## src/rtl/smm_pkg.sv

```systemverilog
// Shared types, sizes and helpers of the square matrix multiply core.
// Used by smm_front, smm_queue, smm_back and square_matrix_multiply_core.
`default_nettype none

package smm_pkg;

   // Largest supported matrix dimension and derived sizes
   localparam int MAX_SIZE    = 8;
   localparam int DEPTH       = MAX_SIZE * MAX_SIZE;
   localparam int ADDR_W      = $clog2(DEPTH);
   localparam int IDX_W       = $clog2(MAX_SIZE);
   localparam int SZ_W        = $clog2(MAX_SIZE + 1);
   localparam int POS_W       = $clog2(DEPTH + 1);

   // Field widths
   localparam int CFG_W       = 4;
   localparam int ELEM_W      = 16;
   localparam int PROD_W      = 2 * ELEM_W;
   localparam int SUM_W       = 35;

   // Element queue between front and back
   localparam int QUEUE_DEPTH = 4;
   localparam int QPTR_W      = $clog2(QUEUE_DEPTH);
   localparam int QCNT_W      = $clog2(QUEUE_DEPTH + 1);

   localparam logic [CFG_W-1:0] SIZE_RESET = CFG_W'(8);

   // Input item
   typedef struct packed {
      logic signed [ELEM_W-1:0] a_element;
      logic signed [ELEM_W-1:0] b_element;
      logic                     last_element;
   } req_type;

   // Result item
   typedef struct packed {
      logic signed [SUM_W-1:0] product_element;
      logic                    last_result;
   } rsp_type;

   // Classified element pair waiting to be stored
   typedef struct packed {
      logic [ADDR_W-1:0]        addr;
      logic signed [ELEM_W-1:0] a_element;
      logic signed [ELEM_W-1:0] b_element;
      logic                     last;
   } entry_type;

   // Effective dimension: zero counts as one, large values clamp to MAX_SIZE
   function automatic logic [SZ_W-1:0] eff_size(input logic [CFG_W-1:0] size);
      logic [SZ_W-1:0] n;
      if (size == '0) begin
         n = SZ_W'(1);
      end else if (size > CFG_W'(MAX_SIZE)) begin
         n = SZ_W'(MAX_SIZE);
      end else begin
         n = SZ_W'(size);
      end
      return n;
   endfunction

endpackage

`default_nettype wire

```

## src/rtl/smm_front.sv

```systemverilog
// Front end: accepts element pairs and assigns each its store address.
// Depends on smm_pkg; feeds smm_queue.
`default_nettype none

module smm_front (
   input  wire logic                       clock,
   input  wire logic                       reset,
   input  wire logic [smm_pkg::SZ_W-1:0]   size_n,
   input  wire logic                       req_valid,
   input  wire smm_pkg::req_type           req_data,
   output logic                            req_stall,
   input  wire logic                       q_full,
   output logic                            q_push,
   output smm_pkg::entry_type              q_entry
);

   logic [smm_pkg::POS_W-1:0] load_pos_ff;
   logic [smm_pkg::POS_W-1:0] load_pos_in;
   logic [smm_pkg::POS_W-1:0] total;
   logic [smm_pkg::POS_W-1:0] pos;
   logic [smm_pkg::POS_W-1:0] pos_next;

   // Back pressure comes straight from the queue
   assign req_stall = q_full;
   assign q_push    = req_valid & ~q_full;

   // Position of this pair; a stale position restarts at zero
   always_comb begin
      total    = smm_pkg::POS_W'(size_n) * smm_pkg::POS_W'(size_n);
      pos      = (load_pos_ff >= total) ? '0 : load_pos_ff;
      pos_next = pos + smm_pkg::POS_W'(1);
      if (req_data.last_element || (pos_next >= total)) begin
         load_pos_in = '0;
      end else begin
         load_pos_in = pos_next;
      end
   end

   assign q_entry.addr      = pos[smm_pkg::ADDR_W-1:0];
   assign q_entry.a_element = req_data.a_element;
   assign q_entry.b_element = req_data.b_element;
   assign q_entry.last      = req_data.last_element;

   always_ff @(posedge clock) begin
      if (reset) begin
         load_pos_ff <= '0;
      end else if (q_push) begin
         load_pos_ff <= load_pos_in;
      end
   end

endmodule

`default_nettype wire

```

## src/rtl/smm_queue.sv

```systemverilog
// Short FIFO of classified element pairs between front and back.
// Depends on smm_pkg.
`default_nettype none

module smm_queue (
   input  wire logic                clock,
   input  wire logic                reset,
   input  wire logic                push,
   input  wire smm_pkg::entry_type  entry_in,
   output logic                     full,
   input  wire logic                pop,
   output logic                     empty,
   output smm_pkg::entry_type       entry_out
);

   smm_pkg::entry_type               slot_ff [smm_pkg::QUEUE_DEPTH];
   logic [smm_pkg::QPTR_W-1:0]       wr_ptr_ff;
   logic [smm_pkg::QPTR_W-1:0]       rd_ptr_ff;
   logic [smm_pkg::QCNT_W-1:0]       count_ff;
   logic                             do_push;
   logic                             do_pop;

   assign full      = (count_ff == smm_pkg::QCNT_W'(smm_pkg::QUEUE_DEPTH));
   assign empty     = (count_ff == '0);
   assign do_push   = push & ~full;
   assign do_pop    = pop & ~empty;
   assign entry_out = slot_ff[rd_ptr_ff];

   // Pointers and fill count
   always_ff @(posedge clock) begin
      if (reset) begin
         wr_ptr_ff <= '0;
         rd_ptr_ff <= '0;
         count_ff  <= '0;
      end else begin
         if (do_push) begin
            wr_ptr_ff <= (wr_ptr_ff == smm_pkg::QPTR_W'(smm_pkg::QUEUE_DEPTH - 1)) ?
                         '0 : wr_ptr_ff + smm_pkg::QPTR_W'(1);
         end
         if (do_pop) begin
            rd_ptr_ff <= (rd_ptr_ff == smm_pkg::QPTR_W'(smm_pkg::QUEUE_DEPTH - 1)) ?
                         '0 : rd_ptr_ff + smm_pkg::QPTR_W'(1);
         end
         if (do_push && !do_pop) begin
            count_ff <= count_ff + smm_pkg::QCNT_W'(1);
         end else if (do_pop && !do_push) begin
            count_ff <= count_ff - smm_pkg::QCNT_W'(1);
         end
      end
   end

   // Storage slots
   always_ff @(posedge clock) begin
      if (do_push) begin
         slot_ff[wr_ptr_ff] <= entry_in;
      end
   end

endmodule

`default_nettype wire

```

## src/rtl/smm_back.sv

```systemverilog
// Back end: stores element pairs and runs the multiply-accumulate pipeline.
// Depends on smm_pkg; drains smm_queue and drives the result channel.
`default_nettype none

module smm_back (
   input  wire logic                       clock,
   input  wire logic                       reset,
   input  wire logic [smm_pkg::SZ_W-1:0]   size_n,
   input  wire logic                       q_empty,
   input  wire smm_pkg::entry_type         q_entry,
   output logic                            q_pop,
   output logic                            rsp_valid,
   output smm_pkg::rsp_type                rsp_data,
   input  wire logic                       rsp_stall
);

   typedef enum logic {
      ST_LOAD,
      ST_COMPUTE
   } state_type;

   // Element stores
   logic signed [smm_pkg::ELEM_W-1:0] store_a [smm_pkg::DEPTH];
   logic signed [smm_pkg::ELEM_W-1:0] store_b [smm_pkg::DEPTH];

   // Sequencer
   state_type                    state_ff, state_in;
   logic [smm_pkg::IDX_W-1:0]    i_ff, i_in;
   logic [smm_pkg::IDX_W-1:0]    j_ff, j_in;
   logic [smm_pkg::IDX_W-1:0]    k_ff, k_in;
   logic [smm_pkg::ADDR_W-1:0]   row_base_ff, row_base_in;
   logic [smm_pkg::ADDR_W-1:0]   b_addr_ff, b_addr_in;
   logic [smm_pkg::ADDR_W-1:0]   a_addr;
   logic [smm_pkg::IDX_W-1:0]    nm1;

   // Pipeline
   logic                               advance;
   logic                               issue;
   logic signed [smm_pkg::ELEM_W-1:0]  a_rd_ff, b_rd_ff;
   logic                               s1_valid_ff, s1_valid_in;
   logic                               s1_klast_ff, s1_klast_in;
   logic                               s1_final_ff, s1_final_in;
   logic signed [smm_pkg::PROD_W-1:0]  prod_ff, prod_in;
   logic                               s2_valid_ff, s2_valid_in;
   logic                               s2_klast_ff, s2_klast_in;
   logic                               s2_final_ff, s2_final_in;
   logic signed [smm_pkg::SUM_W-1:0]   acc_ff, acc_in;
   logic signed [smm_pkg::SUM_W-1:0]   sum;
   logic                               rsp_valid_ff, rsp_valid_in;
   smm_pkg::rsp_type                   rsp_data_ff, rsp_data_in;

   assign nm1       = smm_pkg::IDX_W'(size_n - smm_pkg::SZ_W'(1));
   assign advance   = ~(rsp_valid_ff & rsp_stall);
   assign issue     = (state_ff == ST_COMPUTE) & advance;
   assign q_pop     = (state_ff == ST_LOAD) & ~q_empty;
   assign a_addr    = row_base_ff + smm_pkg::ADDR_W'(k_ff);
   assign sum       = acc_ff + smm_pkg::SUM_W'(prod_ff);
   assign rsp_valid = rsp_valid_ff;
   assign rsp_data  = rsp_data_ff;

   // Next state: loading pairs, then walking i, j, k over the product
   always_comb begin
      state_in    = state_ff;
      i_in        = i_ff;
      j_in        = j_ff;
      k_in        = k_ff;
      row_base_in = row_base_ff;
      b_addr_in   = b_addr_ff;
      s1_valid_in = s1_valid_ff;
      s1_klast_in = s1_klast_ff;
      s1_final_in = s1_final_ff;
      s2_valid_in = s2_valid_ff;
      s2_klast_in = s2_klast_ff;
      s2_final_in = s2_final_ff;
      prod_in     = prod_ff;
      acc_in      = acc_ff;
      rsp_valid_in = rsp_valid_ff & rsp_stall;
      rsp_data_in  = rsp_data_ff;

      case (state_ff)
         ST_LOAD: begin
            if (q_pop && q_entry.last) begin
               state_in    = ST_COMPUTE;
               i_in        = '0;
               j_in        = '0;
               k_in        = '0;
               row_base_in = '0;
               b_addr_in   = '0;
            end
         end
         ST_COMPUTE: begin
            if (advance) begin
               if (k_ff == nm1) begin
                  k_in = '0;
                  if (j_ff == nm1) begin
                     j_in      = '0;
                     b_addr_in = '0;
                     if (i_ff == nm1) begin
                        state_in = ST_LOAD;
                     end else begin
                        i_in        = i_ff + smm_pkg::IDX_W'(1);
                        row_base_in = row_base_ff + smm_pkg::ADDR_W'(size_n);
                     end
                  end else begin
                     j_in      = j_ff + smm_pkg::IDX_W'(1);
                     b_addr_in = smm_pkg::ADDR_W'(j_ff) + smm_pkg::ADDR_W'(1);
                  end
               end else begin
                  k_in      = k_ff + smm_pkg::IDX_W'(1);
                  b_addr_in = b_addr_ff + smm_pkg::ADDR_W'(size_n);
               end
            end
         end
         default: begin
            state_in = ST_LOAD;
         end
      endcase

      // Pipeline moves as a whole unless a finished result is held
      if (advance) begin
         s1_valid_in = issue;
         s1_klast_in = (k_ff == nm1);
         s1_final_in = (k_ff == nm1) && (j_ff == nm1) && (i_ff == nm1);
         s2_valid_in = s1_valid_ff;
         s2_klast_in = s1_klast_ff;
         s2_final_in = s1_final_ff;
         prod_in     = a_rd_ff * b_rd_ff;
         if (s2_valid_ff) begin
            if (s2_klast_ff) begin
               acc_in                      = '0;
               rsp_valid_in                = 1'b1;
               rsp_data_in.product_element = sum;
               rsp_data_in.last_result     = s2_final_ff;
            end else begin
               acc_in = sum;
            end
         end
      end
   end

   // State, counters, pipeline and result register
   always_ff @(posedge clock) begin
      if (reset) begin
         state_ff     <= ST_LOAD;
         s1_valid_ff  <= 1'b0;
         s2_valid_ff  <= 1'b0;
         rsp_valid_ff <= 1'b0;
         acc_ff       <= '0;
      end else begin
         state_ff     <= state_in;
         s1_valid_ff  <= s1_valid_in;
         s2_valid_ff  <= s2_valid_in;
         rsp_valid_ff <= rsp_valid_in;
         acc_ff       <= acc_in;
      end
      i_ff        <= i_in;
      j_ff        <= j_in;
      k_ff        <= k_in;
      row_base_ff <= row_base_in;
      b_addr_ff   <= b_addr_in;
      s1_klast_ff <= s1_klast_in;
      s1_final_ff <= s1_final_in;
      s2_klast_ff <= s2_klast_in;
      s2_final_ff <= s2_final_in;
      prod_ff     <= prod_in;
      rsp_data_ff <= rsp_data_in;
   end

   // Element stores: write from the queue, registered read for the MAC
   always_ff @(posedge clock) begin
      if (q_pop) begin
         store_a[q_entry.addr] <= q_entry.a_element;
         store_b[q_entry.addr] <= q_entry.b_element;
      end
      if (advance) begin
         a_rd_ff <= store_a[a_addr];
         b_rd_ff <= store_b[b_addr_ff];
      end
   end

endmodule

`default_nettype wire

```

## src/rtl/square_matrix_multiply_core.sv

```systemverilog
// Square matrix multiply core, top level: size register, front, queue, back.
// Depends on smm_pkg, smm_front, smm_queue and smm_back.
//
// Usage: set the dimension n (1..8, 0 counts as 1, larger clamps to 8)
// through the csr_ port while the core is idle; it resets to 8. Then send
// n*n element pairs of A and B, row-major, on the req_ channel, flagging
// the final pair with last_element. The core returns the n*n elements of
// C = A*B on the rsp_ channel, row-major, the final one with last_result.
// Loading takes one pair per cycle unless req_stall is high; pairs pass a
// four-entry queue and are written into the stores at one per cycle while
// the back end loads. Then the multiply-accumulate pipeline issues one
// product term per cycle unless a held result stalls it: n*n*n terms for
// the matrix, one result per n terms, each term read from the stores,
// multiplied into the product register and accumulated for the result.
// req_stall rises once the queue is full, which happens while the pipeline
// runs. While a result is pending, rsp_stall freezes the whole pipeline
// with that result held stable. Reset is synchronous and clears the load
// position, queue and pipeline; element stores keep their contents.
`default_nettype none

module square_matrix_multiply_core (
   input  wire logic                        clock,
   input  wire logic                        reset,
   input  wire logic                        req_valid,
   input  wire smm_pkg::req_type            req_data,
   output logic                             req_stall,
   output logic                             rsp_valid,
   output smm_pkg::rsp_type                 rsp_data,
   input  wire logic                        rsp_stall,
   input  wire logic                        csr_valid,
   output logic                             csr_ready,
   input  wire logic [smm_pkg::CFG_W-1:0]   csr_data
);

   logic [smm_pkg::CFG_W-1:0] size_ff;
   logic [smm_pkg::SZ_W-1:0]  size_n;
   logic                      q_push;
   logic                      q_pop;
   logic                      q_full;
   logic                      q_empty;
   smm_pkg::entry_type        q_in;
   smm_pkg::entry_type        q_out;

   // Size register
   assign csr_ready = 1'b1;

   always_ff @(posedge clock) begin
      if (reset) begin
         size_ff <= smm_pkg::SIZE_RESET;
      end else if (csr_valid && csr_ready) begin
         size_ff <= csr_data;
      end
   end

   assign size_n = smm_pkg::eff_size(size_ff);

   smm_front u_front (
      .clock     (clock),
      .reset     (reset),
      .size_n    (size_n),
      .req_valid (req_valid),
      .req_data  (req_data),
      .req_stall (req_stall),
      .q_full    (q_full),
      .q_push    (q_push),
      .q_entry   (q_in)
   );

   smm_queue u_queue (
      .clock     (clock),
      .reset     (reset),
      .push      (q_push),
      .entry_in  (q_in),
      .full      (q_full),
      .pop       (q_pop),
      .empty     (q_empty),
      .entry_out (q_out)
   );

   smm_back u_back (
      .clock     (clock),
      .reset     (reset),
      .size_n    (size_n),
      .q_empty   (q_empty),
      .q_entry   (q_out),
      .q_pop     (q_pop),
      .rsp_valid (rsp_valid),
      .rsp_data  (rsp_data),
      .rsp_stall (rsp_stall)
   );

endmodule

`default_nettype wire
```

## config.mk

```make
export PLATFORM = sky130hd
export DESIGN_NAME = square_matrix_multiply_core
export DESIGN_NICKNAME = d
export VERILOG_FILES = /design/src/rtl/smm_pkg.sv /design/src/rtl/smm_front.sv /design/src/rtl/smm_queue.sv /design/src/rtl/smm_back.sv /design/src/rtl/square_matrix_multiply_core.sv
export SDC_FILE = /design/constraint.sdc
export NUM_CORES = 2
export LEC_CHECK = 0
export BUFFER_PORTS_ARGS = -buffer_cell sky130_fd_sc_hd__buf_2
export CORE_ASPECT_RATIO = 1.5
export CORE_MARGIN = 2
export CORE_UTILIZATION = 30
export CTS_CLUSTER_SIZE = 12
export DETAILED_ROUTE_END_ITERATION = 10
export PLACE_DENSITY = 0.46
export RECOVER_POWER = 25
export SYNTH_ARGS = -nofsm -noshare
export SYNTH_HDL_FRONTEND = slang
export SYNTH_HIERARCHICAL = 1
export SYNTH_SLANG_ARGS = --single-unit
```

## constraint.sdc

```tcl
create_clock -name clock -period 18.85 [get_ports clock]
set_input_delay 2.8275 -clock clock [delete_from_list [all_inputs] [get_ports clock]]
set_output_delay 2.8275 -clock clock [all_outputs]
set_load 0.02 [all_outputs]
```

==> out/qor.csv <==
stage,metric,value,unit
min_path,worst min path class,flop to flop,
synth,synthesized area,102600,sq um
synth,Ys Warns,6,
floorplanning,I/O Pins,81,
clocking,Clock transition at path regs,0.06,ns
detailed_routing,DRT antenna net count,0,
finish,layout cells sized above 1,0.2310,
clocking,Root Buffer,clkbuf_16,
synth,sequential area share after synthesis,0.6929,
timing,Worst Tran Pin Value,3.455,ns
clocking,Inserted Clock Buffers,235,
worst_setup_path,Worst R2R Setup Slack,11.95,ns
worst_setup_path,Reg2Reg Depth,20,
timing,final worst-path cycle share,0.3658,
detailed_routing,uppermost layer routed,met4,
worst_setup_path,Worst EP required,19.46,ns
floorplanning,width of the die,481.6,microns
synth,ys flop type,edfxtp_1,
run_status,failing checks,"capacitance limit, slew limit",
worst_setup_path,crit start category,flop,
timing,unrepaired setup endpoints after global routing,false,
global_routing,largest net degree at the start of global routing,103,
clocking,clock insertion delay at the later pin of the skew report,0.88,ns
finish,P&R area growth vs syn,12.54,%
global_routing,Total GRT Usage,0.1564,
detailed_routing,Vias/cell,4.883,
run_status,status,"complete, but fails checks",
synth,ys async rst share,0,
synth,Unique masters post-synth,85,
clocking,Clock Path Buffers,4,
worst_setup_path,kind of critical path,flop to flop,
clocking,"Hold-fix buffers, CTS",0,
detailed_routing,drt total wl,272200,microns
floorplanning,die height,720.4,microns
detailed_routing,wire length on met2,152900,microns
detailed_routing,DR WL met3,7901,microns
floorplanning,Initial Utilization,0.3008,
clocking,CTS tree,built,
global_routing,number of global-route vias before repair,53350,
clocking,post-CTS setup buffers,0,
min_path,Hold Startpoint,u_back/s1_final_ff,
min_path,Cells on Worst Hold Path,0,
worst_setup_path,crit end category,flop,
detailed_routing,DRT iter0 DRCs,3691,
timing,min Tclk post-route,6.895,ns
global_routing,initial antenna violation count,7,
timing,final setup vio count,0,
worst_setup_path,max incr delay on CP,0.69,ns
placed_design,Post-DP HPWL,168300,microns
finish,nets@finish,5761,
worst_setup_path,Worst R2R Start,u_back/a_rd_ff[8],
timing,Worst Hold Slack,0.4234,ns
synth,register bit count reported by yosys,2388,
timing,Final Hold Vio Count,0,
worst_setup_path,worst r2r dst,u_back/prod_ff[30],
timing,Slew HR,-1.304,
timing,Setup TNS,0,ns
detailed_routing,Metal-1 WL,104300,microns
detailed_routing,post-DR wirelength/cell,27.48,microns
clocking,H-tree levels,4,
clocking,Clock Sink Count,2388,
floorplanning,std cell rows,263,
detailed_routing,vias,48360,
min_path,Hold Path End,u_back/s2_final_ff,
synth,Syn Nets,5547,
finish,"commonest non-fill, non-tap cells in the layout","2,329 x edfxtp_1, 709 x mux4_2, 322 x inv_1",
clocking,Resized Gates After CTS,0,
global_routing,total global routing overflow,0,
placed_design,gpl congestion,0.8124,
timing,Fmax,0.1450,GHz
job,max-cap viol count,19,
worst_setup_path,Crit Path Max Fanout,16,
synth,Avg Synthesized Cell Area,20.17,sq um
worst_setup_path,Slowest cell on crit path,edfxtp_1,
global_routing,first-pass GRT wire length,391800,microns
detailed_routing,DRC viols,0,
placed_design,Port Buffers,79,
finish,"commonest non-fill, non-tap cell in the layout",edfxtp_1,
worst_setup_path,"most used cell, CP",fa_1,
synth,number of synthesized flops with an enable pin,2329,
timing,fin. max-slew vios,1212,
worst_setup_path,crit path cell chain,and2_1 -> fa_1 -> inv_1 -> fa_1 -> fa_1 -> inv_1 -> fa_1 -> fa_1 -> inv_1 -> fa_1 -> inv_1 -> ha_1 -> and3_1 -> nand4_1 -> or3_1 -> a2111oi_2 -> o21ai_0 -> a21oi_1 -> nor4_1 -> a311o_1,
detailed_routing,DRT Pass-1 Iters,7,
worst_setup_path,CP Data Arrival Time,7.51,ns
floorplanning,Core Box Area,341200,sq um
synth,Mapped Cells,5088,
timing,skew final,0.05286,ns
floorplanning,Die Footprint,346900,sq um
==> cell usage after synthesis (14+ instances only) <==
master    count  area [sq um]
and3_1       21         131.4
clkbuf_1    140         525.5
and2_1      146         913.4
xor2_1       33         289.0
nand2_1     170         638.1
a21oi_1      69         345.3
inv_1       322          1209
nor2_1      160         600.6
xnor2_1      61         534.3
edfxtp_1   2329         69940
nor2b_1      23         143.9
buf_4        40         300.3
fa_1        268          5365
ha_1        149          1864
nand2b_1     14         87.58
mux4_2      711         16010
buf_2        58         290.3
dfxtp_1      59          1181
o21ai_0      38         190.2
nor3_1       15         75.07
a22oi_1      24         180.2
a21o_1       34         255.2
nand3_1      28         140.1
==> kinds of logic (layout without fill, tap and decap cells) <==
family	Yosys count	count (layout)	synth area share
DFF	2388	2388	0.6929
muxes	717	717	0.1566
and+or+nand+nor	633	633	0.03072
buffers and inverters	573	878	0.02353
adders and majority gates	417	417	0.07043
AOI/OAI and AO/OA	265	265	0.01780
xor gates and xnor gates	94	94	0.008021
other	1	6	0.00003653
==> how the worst max path moves through the flow <==
stage                       from                 end  depth (start not counted)
2_1_floorplan  u_back/a_rd_ff[7]  u_back/prod_ff[30]                         22
3_3_place_gp   u_back/a_rd_ff[7]  u_back/prod_ff[30]                         21
3_5_place_dp   u_back/a_rd_ff[8]  u_back/prod_ff[30]                         20
4_1_cts        u_back/a_rd_ff[7]  u_back/prod_ff[30]                         21
5_1_grt        u_back/a_rd_ff[7]  u_back/prod_ff[30]                         21
6_report       u_back/a_rd_ff[8]  u_back/prod_ff[30]                         20
==> final cells by class <==
type                    count  area (sq um)
fillers                 31980        225700
flip-flops and latches   2388         71120
multi-input cells        2127         29660
clock buffers             298          6225
well taps                4505          5637
repair buffers            226          1406
inverters                 324          1235
clock inverters            30         215.2
diodes                      5         12.51
==> worst max-delay path, delay by kind of cell (launching register included) <==
family,cells,cell delay (ns)
adder cells (fa/ha/maj),7,3.37
AO/OA/AOI/OAI,4,1.31
AND/OR/NAND/NOR,5,1.06
flip-flops,1,0.69
buffers and inverters,4,0.19
==> through the flow <==
step / worst slack [ns] / std cells / cell area (sq um) / util
floorplan: 12.74 / 5088 / 102600 / -
global placement: 11.87 / 9570 / 109200 / 0.3200
detailed placement: 11.93 / 9570 / 109200 / 0.3200
CTS: 11.92 / 9898 / 115600 / 0.3388
global route: 11.63 / 9899 / 115500 / 0.3385
finish: 11.95 / 9903 / 115500 / 0.3385
==> state kept, by name, indices dropped and copies added, names as in the netlist, 16 cells and up, named ones only <==
name / flops
u_back/a_rd_ff: 16
u_back/acc_ff: 35
u_back/b_rd_ff: 16
u_back/prod_ff: 32
u_back/rsp_data: 36
u_back/store_a: 1024
u_back/store_b: 1024
u_queue/slot_ff: 156
==> layer usage <==
metal  up-vias  global-route usage
li1      20490                   -
met1     26690              0.1805
met2       820              0.3037
met3       358             0.01503
met4         0             0.04033
met5         -                   0
Power is left out: the tool's default activity adds up to more than one toggle a clock period on the data nets, which glitch-free logic cannot reach.
